## config.mk

```make
export PLATFORM = sky130hd
export DESIGN_NAME = sic_xe_object_text_decoder_unit
export DESIGN_NICKNAME = d
export VERILOG_FILES = /design/src/sv/sxd_pkg.sv /design/src/sv/sxd_front.sv /design/src/sv/sxd_fifo.sv /design/src/sv/sxd_back.sv /design/src/sv/sic_xe_object_text_decoder_unit.sv
export VERILOG_INCLUDE_DIRS = /design/src /design/src/sv
export SDC_FILE = /design/constraint.sdc
export NUM_CORES = 1
export LEC_CHECK = 0
export BUFFER_PORTS_ARGS = -buffer_cell sky130_fd_sc_hd__buf_4
export CAP_MARGIN = 0
export CORE_MARGIN = 8
export CORE_UTILIZATION = 54
export DETAILED_ROUTE_END_ITERATION = 8
export HOLD_SLACK_MARGIN = 0.12
export MAX_ROUTING_LAYER = met4
export PLACE_DENSITY_LB_ADDON = 0.12
export SYNTH_ARGS = -nofsm -noshare
export SYNTH_HDL_FRONTEND = slang
export SYNTH_HIERARCHICAL = 1
export SYNTH_SLANG_ARGS = --single-unit
```

## constraint.sdc

```tcl
create_clock -name clk -period 4.71 [get_ports clk]
set_input_delay 0.7065 -clock clk [delete_from_list [all_inputs] [get_ports clk]]
set_output_delay 0.7065 -clock clk [all_outputs]
set_load 0.01 [all_outputs]
```

## src/sv/assert_macros.svh

```systemverilog
// Assertion macros shared by the decoder modules.
`ifndef ASSERT_MACROS_SVH
`define ASSERT_MACROS_SVH

// Property must hold at every clock edge outside reset.
`define SXD_ASSERT(label, prop, msg) \
	label: assert property (@(posedge clk) disable iff (!arst_n) (prop)) else $error(msg);

// Condition must never be true outside reset.
`define SXD_NEVER(label, cond, msg) \
	label: assert property (@(posedge clk) disable iff (!arst_n) !(cond)) else $error(msg);

`endif

```

## src/sv/sxd_pkg.sv

```systemverilog
// Types and constants of the object text decoder.
package sxd_pkg;

	// character codes
	localparam logic [7:0] CH_T  = 8'h54;
	localparam logic [7:0] CH_NL = 8'h0A;

	// configuration register indexes
	localparam int unsigned CFG_IDX_W = 1;
	localparam logic [CFG_IDX_W-1:0] CFG_FMT_LOW  = 1'b0;
	localparam logic [CFG_IDX_W-1:0] CFG_FMT_HIGH = 1'b1;
	localparam int unsigned TBL_W = 64;

	// format table codes
	localparam logic [1:0] TBL_ABSENT = 2'd0;
	localparam logic [1:0] TBL_FMT1   = 2'd1;
	localparam logic [1:0] TBL_FMT2   = 2'd2;
	localparam logic [1:0] TBL_FMT34  = 2'd3;

	// result format codes
	localparam logic [1:0] FMT_1 = 2'd0;
	localparam logic [1:0] FMT_2 = 2'd1;
	localparam logic [1:0] FMT_3 = 2'd2;
	localparam logic [1:0] FMT_4 = 2'd3;

	// result status codes
	localparam logic [1:0] ST_OK      = 2'd0;
	localparam logic [1:0] ST_BAD_HEX = 2'd1;
	localparam logic [1:0] ST_BAD_OP  = 2'd2;

	localparam logic [7:0] OPCODE_MASK = 8'hFC;

	// character queue
	localparam int unsigned FIFO_DEPTH = 2;
	localparam int unsigned FIFO_PTR_W = (FIFO_DEPTH > 1) ? $clog2(FIFO_DEPTH) : 1;
	localparam int unsigned FIFO_CNT_W = $clog2(FIFO_DEPTH + 1);

	// parser modes
	typedef enum logic [3:0] {
		MODE_SEEK,
		MODE_SKIPLINE,
		MODE_SKIPADDR,
		MODE_COUNT,
		MODE_OPCODE,
		MODE_REG,
		MODE_XBPE,
		MODE_DISP,
		MODE_HALT
	} mode_t;

	// classified character
	typedef struct packed {
		logic       is_t;
		logic       is_nl;
		logic       hex_ok;
		logic [3:0] hex;
	} char_info_t;

	// one decoded instruction or error
	typedef struct packed {
		logic [7:0]  opcode;
		logic [1:0]  fmt;
		logic        flag_n;
		logic        flag_i;
		logic        flag_x;
		logic        flag_b;
		logic        flag_p;
		logic        flag_e;
		logic [19:0] operand_value;
		logic [1:0]  status;
	} result_t;

endpackage

```

## src/sv/sxd_front.sv

```systemverilog
// Front stage: takes characters and classifies them for the parser.
module sxd_front (
	input  logic                clk,
	input  logic                arst_n,
	input  logic                in_valid,
	output logic                in_ready,
	input  logic [7:0]          ch,
	input  logic                fifo_full,
	output logic                push,
	output sxd_pkg::char_info_t push_data
);

	function automatic sxd_pkg::char_info_t classify(input logic [7:0] c);
		sxd_pkg::char_info_t r;
		r.is_t   = (c == sxd_pkg::CH_T);
		r.is_nl  = (c == sxd_pkg::CH_NL);
		r.hex_ok = 1'b1;
		r.hex    = 4'd0;
		if (c >= 8'h30 && c <= 8'h39) begin
			r.hex = c[3:0];
		end else if ((c >= 8'h41 && c <= 8'h46) || (c >= 8'h61 && c <= 8'h66)) begin
			r.hex = c[3:0] + 4'd9;
		end else begin
			r.hex_ok = 1'b0;
		end
		return r;
	endfunction

	logic                valid_s1;
	sxd_pkg::char_info_t info_s1;
	logic                accept;

	assign push      = valid_s1 && !fifo_full;
	assign in_ready  = !valid_s1 || !fifo_full;
	assign accept    = in_valid && in_ready;
	assign push_data = info_s1;

	always_ff @(posedge clk or negedge arst_n) begin
		if (!arst_n) begin
			valid_s1 <= 1'b0;
		end else if (accept) begin
			valid_s1 <= 1'b1;
		end else if (push) begin
			valid_s1 <= 1'b0;
		end
	end

	always_ff @(posedge clk) begin
		if (accept) begin
			info_s1 <= classify(ch);
		end
	end

endmodule

```

## src/sv/sxd_fifo.sv

```systemverilog
// Short queue of classified characters between front and parser.
`include "assert_macros.svh"

module sxd_fifo (
	input  logic                clk,
	input  logic                arst_n,
	input  logic                push,
	input  sxd_pkg::char_info_t push_data,
	output logic                full,
	input  logic                pop,
	output logic                not_empty,
	output sxd_pkg::char_info_t pop_data
);

	sxd_pkg::char_info_t mem_q [sxd_pkg::FIFO_DEPTH];
	logic [sxd_pkg::FIFO_PTR_W-1:0] wr_ptr_q, rd_ptr_q;
	logic [sxd_pkg::FIFO_CNT_W-1:0] count_q;

	assign full      = (count_q == sxd_pkg::FIFO_CNT_W'(sxd_pkg::FIFO_DEPTH));
	assign not_empty = (count_q != '0);
	assign pop_data  = mem_q[rd_ptr_q];

	function automatic logic [sxd_pkg::FIFO_PTR_W-1:0] next_ptr(
		input logic [sxd_pkg::FIFO_PTR_W-1:0] p
	);
		if (p == sxd_pkg::FIFO_PTR_W'(sxd_pkg::FIFO_DEPTH - 1)) begin
			return '0;
		end
		return p + 1'b1;
	endfunction

	always_ff @(posedge clk or negedge arst_n) begin
		if (!arst_n) begin
			wr_ptr_q <= '0;
			rd_ptr_q <= '0;
			count_q  <= '0;
		end else begin
			if (push) begin
				wr_ptr_q <= next_ptr(wr_ptr_q);
			end
			if (pop) begin
				rd_ptr_q <= next_ptr(rd_ptr_q);
			end
			if (push && !pop) begin
				count_q <= count_q + 1'b1;
			end else if (pop && !push) begin
				count_q <= count_q - 1'b1;
			end
		end
	end

	always_ff @(posedge clk) begin
		if (push) begin
			mem_q[wr_ptr_q] <= push_data;
		end
	end

	`SXD_NEVER(a_no_overflow, push && full, "queue push while full")
	`SXD_NEVER(a_no_underflow, pop && !not_empty, "queue pop while empty")

endmodule

```

## src/sv/sxd_back.sv

```systemverilog
// Parser: walks the record grammar and decodes instructions into results.
`include "assert_macros.svh"

module sxd_back (
	input  logic                           clk,
	input  logic                           arst_n,
	input  logic                           fifo_not_empty,
	input  sxd_pkg::char_info_t            fifo_data,
	output logic                           pop,
	input  logic [sxd_pkg::TBL_W-1:0]      fmt_low,
	input  logic [sxd_pkg::TBL_W-1:0]      fmt_high,
	output logic                           out_valid,
	input  logic                           out_ready,
	output sxd_pkg::result_t               result
);

	sxd_pkg::mode_t   mode_q, mode_d;
	logic [2:0]       cc_q, cc_d;
	logic [7:0]       bl_q, bl_d;
	logic [7:0]       raw_q, raw_d;
	logic [3:0]       addr_q, addr_d;
	logic [19:0]      acc_q, acc_d;
	logic             out_valid_q;
	sxd_pkg::result_t out_q;

	logic             emit;
	sxd_pkg::result_t res_d;

	logic [2:0]       cc_inc;
	logic [3:0]       d;
	logic             ok;
	logic [7:0]       raw_n;
	logic [7:0]       op_n;
	logic [sxd_pkg::TBL_W-1:0] tbl;
	logic [1:0]       code;
	logic [19:0]      acc_disp;
	logic [7:0]       acc_reg;
	logic [2:0]       need;

	function automatic logic [7:0] consume(input logic [7:0] b, input logic [2:0] n);
		return (b > {5'd0, n}) ? (b - {5'd0, n}) : 8'd0;
	endfunction

	function automatic sxd_pkg::result_t fail_res(input logic [7:0] op, input logic [1:0] st);
		sxd_pkg::result_t r;
		r        = '0;
		r.opcode = op;
		r.status = st;
		return r;
	endfunction

	assign pop       = fifo_not_empty && (!out_valid_q || out_ready);
	assign out_valid = out_valid_q;
	assign result    = out_q;

	assign d        = fifo_data.hex;
	assign ok       = fifo_data.hex_ok;
	assign cc_inc   = cc_q + 3'd1;
	assign raw_n    = {raw_q[3:0], d};
	assign op_n     = raw_n & sxd_pkg::OPCODE_MASK;
	assign tbl      = op_n[7] ? fmt_high : fmt_low;
	assign code     = tbl[{op_n[6:2], 1'b0} +: 2];
	assign acc_disp = {acc_q[15:0], d};
	assign acc_reg  = {acc_q[3:0], d};
	assign need     = addr_q[0] ? 3'd5 : 3'd3;

	always_comb begin
		mode_d = mode_q;
		cc_d   = cc_q;
		bl_d   = bl_q;
		raw_d  = raw_q;
		addr_d = addr_q;
		acc_d  = acc_q;
		emit   = 1'b0;
		res_d  = '0;
		if (pop) begin
			unique case (mode_q)
				sxd_pkg::MODE_SEEK: begin
					if (fifo_data.is_t) begin
						mode_d = sxd_pkg::MODE_SKIPADDR;
						cc_d   = 3'd0;
					end else if (!fifo_data.is_nl) begin
						mode_d = sxd_pkg::MODE_SKIPLINE;
					end
				end
				sxd_pkg::MODE_SKIPLINE: begin
					if (fifo_data.is_nl) begin
						mode_d = sxd_pkg::MODE_SEEK;
					end
				end
				sxd_pkg::MODE_SKIPADDR: begin
					if (cc_inc >= 3'd6) begin
						mode_d = sxd_pkg::MODE_COUNT;
						cc_d   = 3'd0;
						bl_d   = 8'd0;
					end else begin
						cc_d = cc_inc;
					end
				end
				sxd_pkg::MODE_COUNT: begin
					if (!ok) begin
						mode_d = sxd_pkg::MODE_HALT;
						emit   = 1'b1;
						res_d  = fail_res(8'd0, sxd_pkg::ST_BAD_HEX);
					end else begin
						bl_d = {bl_q[3:0], d};
						if (cc_inc >= 3'd2) begin
							mode_d = sxd_pkg::MODE_OPCODE;
							cc_d   = 3'd0;
						end else begin
							cc_d = cc_inc;
						end
					end
				end
				sxd_pkg::MODE_OPCODE: begin
					if (cc_q == 3'd0) begin
						if (bl_q == 8'd0) begin
							// count exhausted: drop the line end
							mode_d = sxd_pkg::MODE_SEEK;
						end else if (!ok) begin
							mode_d = sxd_pkg::MODE_HALT;
							emit   = 1'b1;
							res_d  = fail_res(8'd0, sxd_pkg::ST_BAD_HEX);
						end else begin
							raw_d = {4'd0, d};
							cc_d  = 3'd1;
						end
					end else if (!ok) begin
						mode_d = sxd_pkg::MODE_HALT;
						emit   = 1'b1;
						res_d  = fail_res(8'd0, sxd_pkg::ST_BAD_HEX);
					end else begin
						raw_d = raw_n;
						cc_d  = 3'd0;
						case (code)
							sxd_pkg::TBL_ABSENT: begin
								mode_d = sxd_pkg::MODE_HALT;
								emit   = 1'b1;
								res_d  = fail_res(op_n, sxd_pkg::ST_BAD_OP);
							end
							sxd_pkg::TBL_FMT1: begin
								bl_d         = consume(bl_q, 3'd1);
								emit         = 1'b1;
								res_d.opcode = op_n;
								res_d.fmt    = sxd_pkg::FMT_1;
								res_d.status = sxd_pkg::ST_OK;
							end
							sxd_pkg::TBL_FMT2: begin
								acc_d  = 20'd0;
								mode_d = sxd_pkg::MODE_REG;
							end
							default: begin
								acc_d  = 20'd0;
								mode_d = sxd_pkg::MODE_XBPE;
							end
						endcase
					end
				end
				sxd_pkg::MODE_REG: begin
					if (!ok) begin
						mode_d = sxd_pkg::MODE_HALT;
						emit   = 1'b1;
						res_d  = fail_res(8'd0, sxd_pkg::ST_BAD_HEX);
					end else begin
						acc_d = {12'd0, acc_reg};
						if (cc_inc < 3'd2) begin
							cc_d = cc_inc;
						end else begin
							cc_d                = 3'd0;
							mode_d              = sxd_pkg::MODE_OPCODE;
							bl_d                = consume(bl_q, 3'd2);
							emit                = 1'b1;
							res_d.opcode        = raw_q & sxd_pkg::OPCODE_MASK;
							res_d.fmt           = sxd_pkg::FMT_2;
							res_d.operand_value = {12'd0, acc_reg};
							res_d.status        = sxd_pkg::ST_OK;
						end
					end
				end
				sxd_pkg::MODE_XBPE: begin
					if (!ok) begin
						mode_d = sxd_pkg::MODE_HALT;
						emit   = 1'b1;
						res_d  = fail_res(8'd0, sxd_pkg::ST_BAD_HEX);
					end else begin
						addr_d = d;
						acc_d  = 20'd0;
						cc_d   = 3'd0;
						mode_d = sxd_pkg::MODE_DISP;
					end
				end
				sxd_pkg::MODE_DISP: begin
					if (!ok) begin
						mode_d = sxd_pkg::MODE_HALT;
						emit   = 1'b1;
						res_d  = fail_res(8'd0, sxd_pkg::ST_BAD_HEX);
					end else begin
						acc_d = acc_disp;
						if (cc_inc < need) begin
							cc_d = cc_inc;
						end else begin
							cc_d                = 3'd0;
							mode_d              = sxd_pkg::MODE_OPCODE;
							bl_d                = consume(bl_q, addr_q[0] ? 3'd4 : 3'd3);
							emit                = 1'b1;
							res_d.opcode        = raw_q & sxd_pkg::OPCODE_MASK;
							res_d.fmt           = addr_q[0] ? sxd_pkg::FMT_4 : sxd_pkg::FMT_3;
							res_d.flag_n        = raw_q[1];
							res_d.flag_i        = raw_q[0];
							res_d.flag_x        = addr_q[3];
							res_d.flag_b        = addr_q[2];
							res_d.flag_p        = addr_q[1];
							res_d.flag_e        = addr_q[0];
							res_d.operand_value = acc_disp;
							res_d.status        = sxd_pkg::ST_OK;
						end
					end
				end
				default: begin
					// halted: characters are drained and ignored
					mode_d = sxd_pkg::MODE_HALT;
				end
			endcase
		end
	end

	always_ff @(posedge clk or negedge arst_n) begin
		if (!arst_n) begin
			mode_q      <= sxd_pkg::MODE_SEEK;
			cc_q        <= 3'd0;
			bl_q        <= 8'd0;
			raw_q       <= 8'd0;
			addr_q      <= 4'd0;
			acc_q       <= 20'd0;
			out_valid_q <= 1'b0;
		end else begin
			mode_q <= mode_d;
			cc_q   <= cc_d;
			bl_q   <= bl_d;
			raw_q  <= raw_d;
			addr_q <= addr_d;
			acc_q  <= acc_d;
			if (emit) begin
				out_valid_q <= 1'b1;
			end else if (out_ready) begin
				out_valid_q <= 1'b0;
			end
		end
	end

	always_ff @(posedge clk) begin
		if (emit) begin
			out_q <= res_d;
		end
	end

	`SXD_ASSERT(a_halt_sticks, (mode_q == sxd_pkg::MODE_HALT) |=> (mode_q == sxd_pkg::MODE_HALT),
		"parser left the halted mode")
	`SXD_ASSERT(a_err_halts, (out_valid_q && out_q.status != sxd_pkg::ST_OK) |-> (mode_q == sxd_pkg::MODE_HALT),
		"error result while parser not halted")
	`SXD_ASSERT(a_addr_count, (mode_q == sxd_pkg::MODE_SKIPADDR) |-> (cc_q < 3'd6),
		"address skip counter out of range")

endmodule

```

## src/sv/sic_xe_object_text_decoder_unit.sv

```systemverilog
// Top level of the SIC/XE object text-record decoder.
//
//  channel | direction | handshake             | payload
//  --------+-----------+-----------------------+-----------------------------------------
//  in      | in        | in_valid / in_ready   | ch
//  out     | out       | out_valid / out_ready | opcode fmt flag_n..flag_e operand_value status
//  cfg     | in        | cfg_valid / cfg_ready | cfg_index cfg_data
//
// One character transfer per cycle sustained while the output does not stall; the parser
// consumes one queued character per cycle and emits at most one result per character.
// A result becomes valid once the input character that completes it has passed the front
// register, a queue entry and the output register, in that order.
// Reset clears the parser, queue, output valid and both format tables to zero.
// A stalled output backs up the two-entry queue and the front register before in_ready drops.
// cfg_ready is always high; a table write takes effect at the next edge.
module sic_xe_object_text_decoder_unit (
	input  logic                            clk,
	input  logic                            arst_n,
	input  logic                            in_valid,
	output logic                            in_ready,
	input  logic [7:0]                      ch,
	output logic                            out_valid,
	input  logic                            out_ready,
	output logic [7:0]                      opcode,
	output logic [1:0]                      fmt,
	output logic                            flag_n,
	output logic                            flag_i,
	output logic                            flag_x,
	output logic                            flag_b,
	output logic                            flag_p,
	output logic                            flag_e,
	output logic [19:0]                     operand_value,
	output logic [1:0]                      status,
	input  logic                            cfg_valid,
	output logic                            cfg_ready,
	input  logic [sxd_pkg::CFG_IDX_W-1:0]   cfg_index,
	input  logic [sxd_pkg::TBL_W-1:0]       cfg_data
);

	// format tables, two bits per masked opcode
	logic [sxd_pkg::TBL_W-1:0] fmt_low_q, fmt_high_q;

	logic                fifo_full, fifo_not_empty, push, pop;
	sxd_pkg::char_info_t push_data, pop_data;
	sxd_pkg::result_t    res;

	assign cfg_ready = 1'b1;

	always_ff @(posedge clk or negedge arst_n) begin
		if (!arst_n) begin
			fmt_low_q  <= '0;
			fmt_high_q <= '0;
		end else if (cfg_valid) begin
			unique case (cfg_index)
				sxd_pkg::CFG_FMT_LOW:  fmt_low_q  <= cfg_data;
				sxd_pkg::CFG_FMT_HIGH: fmt_high_q <= cfg_data;
				default: ;
			endcase
		end
	end

	// front: register and classify each character
	sxd_front u_front (
		.clk       (clk),
		.arst_n    (arst_n),
		.in_valid  (in_valid),
		.in_ready  (in_ready),
		.ch        (ch),
		.fifo_full (fifo_full),
		.push      (push),
		.push_data (push_data)
	);

	// queue decouples front from parser stalls
	sxd_fifo u_fifo (
		.clk       (clk),
		.arst_n    (arst_n),
		.push      (push),
		.push_data (push_data),
		.full      (fifo_full),
		.pop       (pop),
		.not_empty (fifo_not_empty),
		.pop_data  (pop_data)
	);

	// back: record parser and result register
	sxd_back u_back (
		.clk            (clk),
		.arst_n         (arst_n),
		.fifo_not_empty (fifo_not_empty),
		.fifo_data      (pop_data),
		.pop            (pop),
		.fmt_low        (fmt_low_q),
		.fmt_high       (fmt_high_q),
		.out_valid      (out_valid),
		.out_ready      (out_ready),
		.result         (res)
	);

	assign opcode        = res.opcode;
	assign fmt           = res.fmt;
	assign flag_n        = res.flag_n;
	assign flag_i        = res.flag_i;
	assign flag_x        = res.flag_x;
	assign flag_b        = res.flag_b;
	assign flag_p        = res.flag_p;
	assign flag_e        = res.flag_e;
	assign operand_value = res.operand_value;
	assign status        = res.status;

endmodule
```

==> summary.txt <==
Status
  – Outcome: completed

Placement
  – PortBufs: 115
  – Gpl congestion: 0.907
  – Placed inst area: 12,700 sq um
  – Pre-CTS worst setup slack: 0.999 ns
  – Detailed placer's ending HPWL: 17,900 um

Cells and area
  – Area grow syn2layout: 14.1%
  – Most common cell after layout, fill and taps aside: dfrtp_1
  – Fill count: 1,679
  – Multi-input logic area: 5120 sq um
  – Commonest non-fill, non-tap cells in the layout: dfrtp_1 (176), buf_4 (123), mux2_4 (72), mux2_2 (67), edfxtp_1 (57)
  – Register area: 6140 sq um
  – Final nets: 1,090
  – Share of cells above drive strength 1: 0.338
  – # diodes: 0
  – Cell area after layout: 13,500 sq um

Route
  – Post-DRT Antenna Nets: 0
  – Drt pass-1 iters: 5
  – Via/cell ratio: 5.79
  – Vias post-DR: 7,465
  – Routed len/inst: 20.0 um
  – DRC errors left: 0
  – Initial DRC count: 462
  – WL final: 25,800 um

Synth
  – Post-Synthesis Cells: 887
  – Largest family of logic cells by synthesized area: multiplexers
  – Synth Area in Compound Gates: 0.0767
  – Adder-cell area share of the yosys netlist: 0.0207
  – Simple-Gate Fraction of Synth Area: 0.0944
  – Post-synth ARST share: 0.756
  – Synthesized cell area: 11,800 sq um
  – Mapped Avg Cell Area: 13.3 sq um
  – Dominant synthesized flop cell: dfrtp_1
  – Post-Synth XOR/XNOR Area: 0.00667
  – Yosys warnings: 6
  – Mux cell area share after synthesis: 0.233
  – Synth unique cells: 77
  – FF+latch count, synth: 234
  – Sequential fraction of the synthesis area: 0.519
  – Number of flops mapped to enable cells by yosys: 57

STA
  – Slew Limit Fails: 0
  – Fmax: 0.273 GHz
  – Slew @ Worst Pin: 0.994 ns
  – Crit path time final: 3.67 ns
  – Clock Skews: 0.0116 ns
  – Period utilization: 0.778
  – Final hold vios: 0
  – TNS Setup: 0 ns
  – Slew headroom: 0.337
  – Final setup fails: 0
  – Worst setup margin: 1.04 ns
  – RSZ-0062 raised after global routing: false

Floorplanning
  – Die area: 26,900 sq um
  – DIE HEIGHT: 164 um
  – Rows: 54
  – Die W: 164 um
  – Initial Utilization: 0.545
  – I/O Pins: 119
  – Area of the core: 21,700 sq um

Critical path
  – Worst r2r src: u_fifo/rd_ptr_q$_DFFE_PN0P_
  – Reg2reg path depth: 10
  – Peak per-stage delay on the critical path: 0.59 ns
  – CP Class: flop to flop
  – Reg-to-reg slack, setup: 1.04 ns
  – Req. time, crit path: 4.88 ns
  – Startpoint Class: flop
  – CP max-delay cell: dfrtp_1
  – Crit path capture: u_back/result[4]$_SDFFCE_PN0P_
  – Worst-path fanout max: 27
  – CP startpoint: u_fifo/rd_ptr_q$_DFFE_PN0P_
  – Crit path cell chain: mux2_4 -> nor2_1 -> a22oi_1 -> nand3_1 -> o21ai_0 -> o21ai_2 -> and2_1 -> a21oi_1 -> o21ai_4 -> buf_4
  – Critical Path End Type: flop
  – Data arrival, critical path: 3.83 ns
  – R2R Path End: u_back/result[4]$_SDFFCE_PN0P_

GRT
  – Remaining Overflow, GRT: 0
  – Vias in the first global route: 7,732
  – First-pass GRT wire length: 42,300 um
  – GRT Total Usage: 0.202
  – Largest net degree at the start of global routing: 107
  – Number of antenna violations at the first check in global routing: 0

Flow run
  – Total of max-cap violations: 0

Clock tree
  – # hold bufs at CTS: 0
  – CTS root buf: clkbuf_16
  – Htree depth: 1
  – Post-cts resize count: 0
  – CTS buffer count: 25
  – Longest Clk Path Bufs: 3
  – # Post-CTS Setup Buffers: 0
  – Sink Count: 234
  – CTS tree: built
  – Reg clk slew, reported paths: 0.06 ns
  – Clock Latency Late Sink: 0.51 ns

Power and ir drop
  – Peak VDD IR: 0.000347 V
  – Cell Pwr Density: 517 nW/um^2
  – Leakage dissipation: 5.78 nW

Min path
  – Worst min-delay path class: primary input to async pin
## area by class of cell
cell class,instances,area share
clock inverter,5,0.00167
timing repair buffer,126,0.0723
multi-input combinational,567,0.380
sequential,234,0.455
clock buffer,38,0.0538
inverter,39,0.0109
tap,280,0.0260
## sequential cells by signal, summed over array words and instances, names as in the netlist
register / cells
u_fifo/rd_ptr_q: 1
u_back/result: 36
u_front/push_data: 7
fmt_low_q: 64
u_fifo/wr_ptr_q: 1
u_back/out_valid: 1
u_back/mode_q: 4
u_fifo/count_q: 2
u_back/cc_q: 3
u_fifo/mem_q: 14
u_back/bl_q: 8
u_back/raw_q: 8
u_back/addr_q: 4
u_back/acc_q: 16
fmt_high_q: 64
u_front/valid_s1: 1
## logic make-up (layout without fill, tap and decap cells)
logic type | after synthesis | count (layout)
AOI/OAI and AO/OA | 128 | 128
xor gates and xnor gates | 9 | 9
adders and majority gates | 19 | 19
buffers and inverters | 87 | 208
DFF | 234 | 234
muxes | 200 | 200
other | 2 | 3
and+or+nand+nor | 208 | 208
## critical path, delay by kind of cell, from the launching register on
| family | cells | cell delay [ns] |
|---|---|---|
| and+or+nand+nor | 3 | 0.63 |
| DFF | 1 | 0.59 |
| AOI/OAI and AO/OA | 5 | 1.17 |
| buffers and inverters | 1 | 0.40 |
| muxes | 1 | 0.49 |
## per-layer routing
| metal | global-route usage | wire length (um) |
|---|---|---|
| met5 | - | 0 |
| met4 | 0.0533 | 648 |
| met3 | 0.0283 | 1420 |
| met2 | 0.315 | 12000 |
| met1 | 0.275 | 11700 |
## per-stage QoR
stage | power (mW) | hold slack (ns) | utilization | cells
after floorplan | 4.57 | 0.411 | - | 888
after global placement | 5.16 | 0.424 | 0.587 | 1246
after detailed placement | 5.19 | 0.432 | 0.587 | 1246
after CTS | 7.04 | 0.363 | 0.622 | 1289
after global routing | 7.39 | 0.385 | 0.622 | 1289
final | 6.98 | 0.340 | 0.622 | 1289
## where the power goes
group | switching, mW | internal, mW | total [mW]
sequential | 0.354 | 2.46 | 2.81
clock | 0.756 | 1.05 | 1.81
combinational | 1.30 | 1.06 | 2.36
total | 2.41 | 4.57 | 6.98
## synthesized netlist by cell type, types with 5 or more instances
library cell  number  share of area
nor2b_1           13         0.0069
a22o_1             5         0.0037
clkbuf_1          20         0.0063
mux2i_1           30          0.025
buf_4              5         0.0032
o21ai_0           37          0.016
and2_1            26          0.014
xor2_1             8         0.0059
mux2_1             7         0.0067
o31ai_1            5         0.0032
nor3_1            21         0.0089
buf_12             8          0.014
nand2b_1          13         0.0069
inv_1             39          0.012
nand2_1           51          0.016
ha_1              18          0.019
a21oi_1           12         0.0051
a22oi_1           18          0.011
mux2_4            72          0.091
nor4_1             8         0.0042
mux4_2            24          0.046
dfrtp_1          177           0.37
buf_6              7         0.0067
o221ai_1           7         0.0052
nand3_1           14         0.0059
nor2_1            34          0.011
mux2_2            67          0.064
edfxtp_1          57           0.14
## worst min-delay path by stage
stage	from	end	depth (start not counted)
floorplan	arst_n	fmt_high_q[0]$_DFFE_PN0P_	0
global placement	u_front/push_data[6]$_DFFE_PP_	u_fifo/mem_q[1][6]$_DFFE_PP_	0
detailed placement	u_front/push_data[2]$_DFFE_PP_	u_fifo/mem_q[0][2]$_DFFE_PP_	0
CTS	in_valid	u_front/valid_s1$_DFFE_PN0P_	2
global route	in_valid	u_front/valid_s1$_DFFE_PN0P_	2
finish	arst_n	fmt_high_q[5]$_DFFE_PN0P_	1
Power figures use the tool's default switching activity.
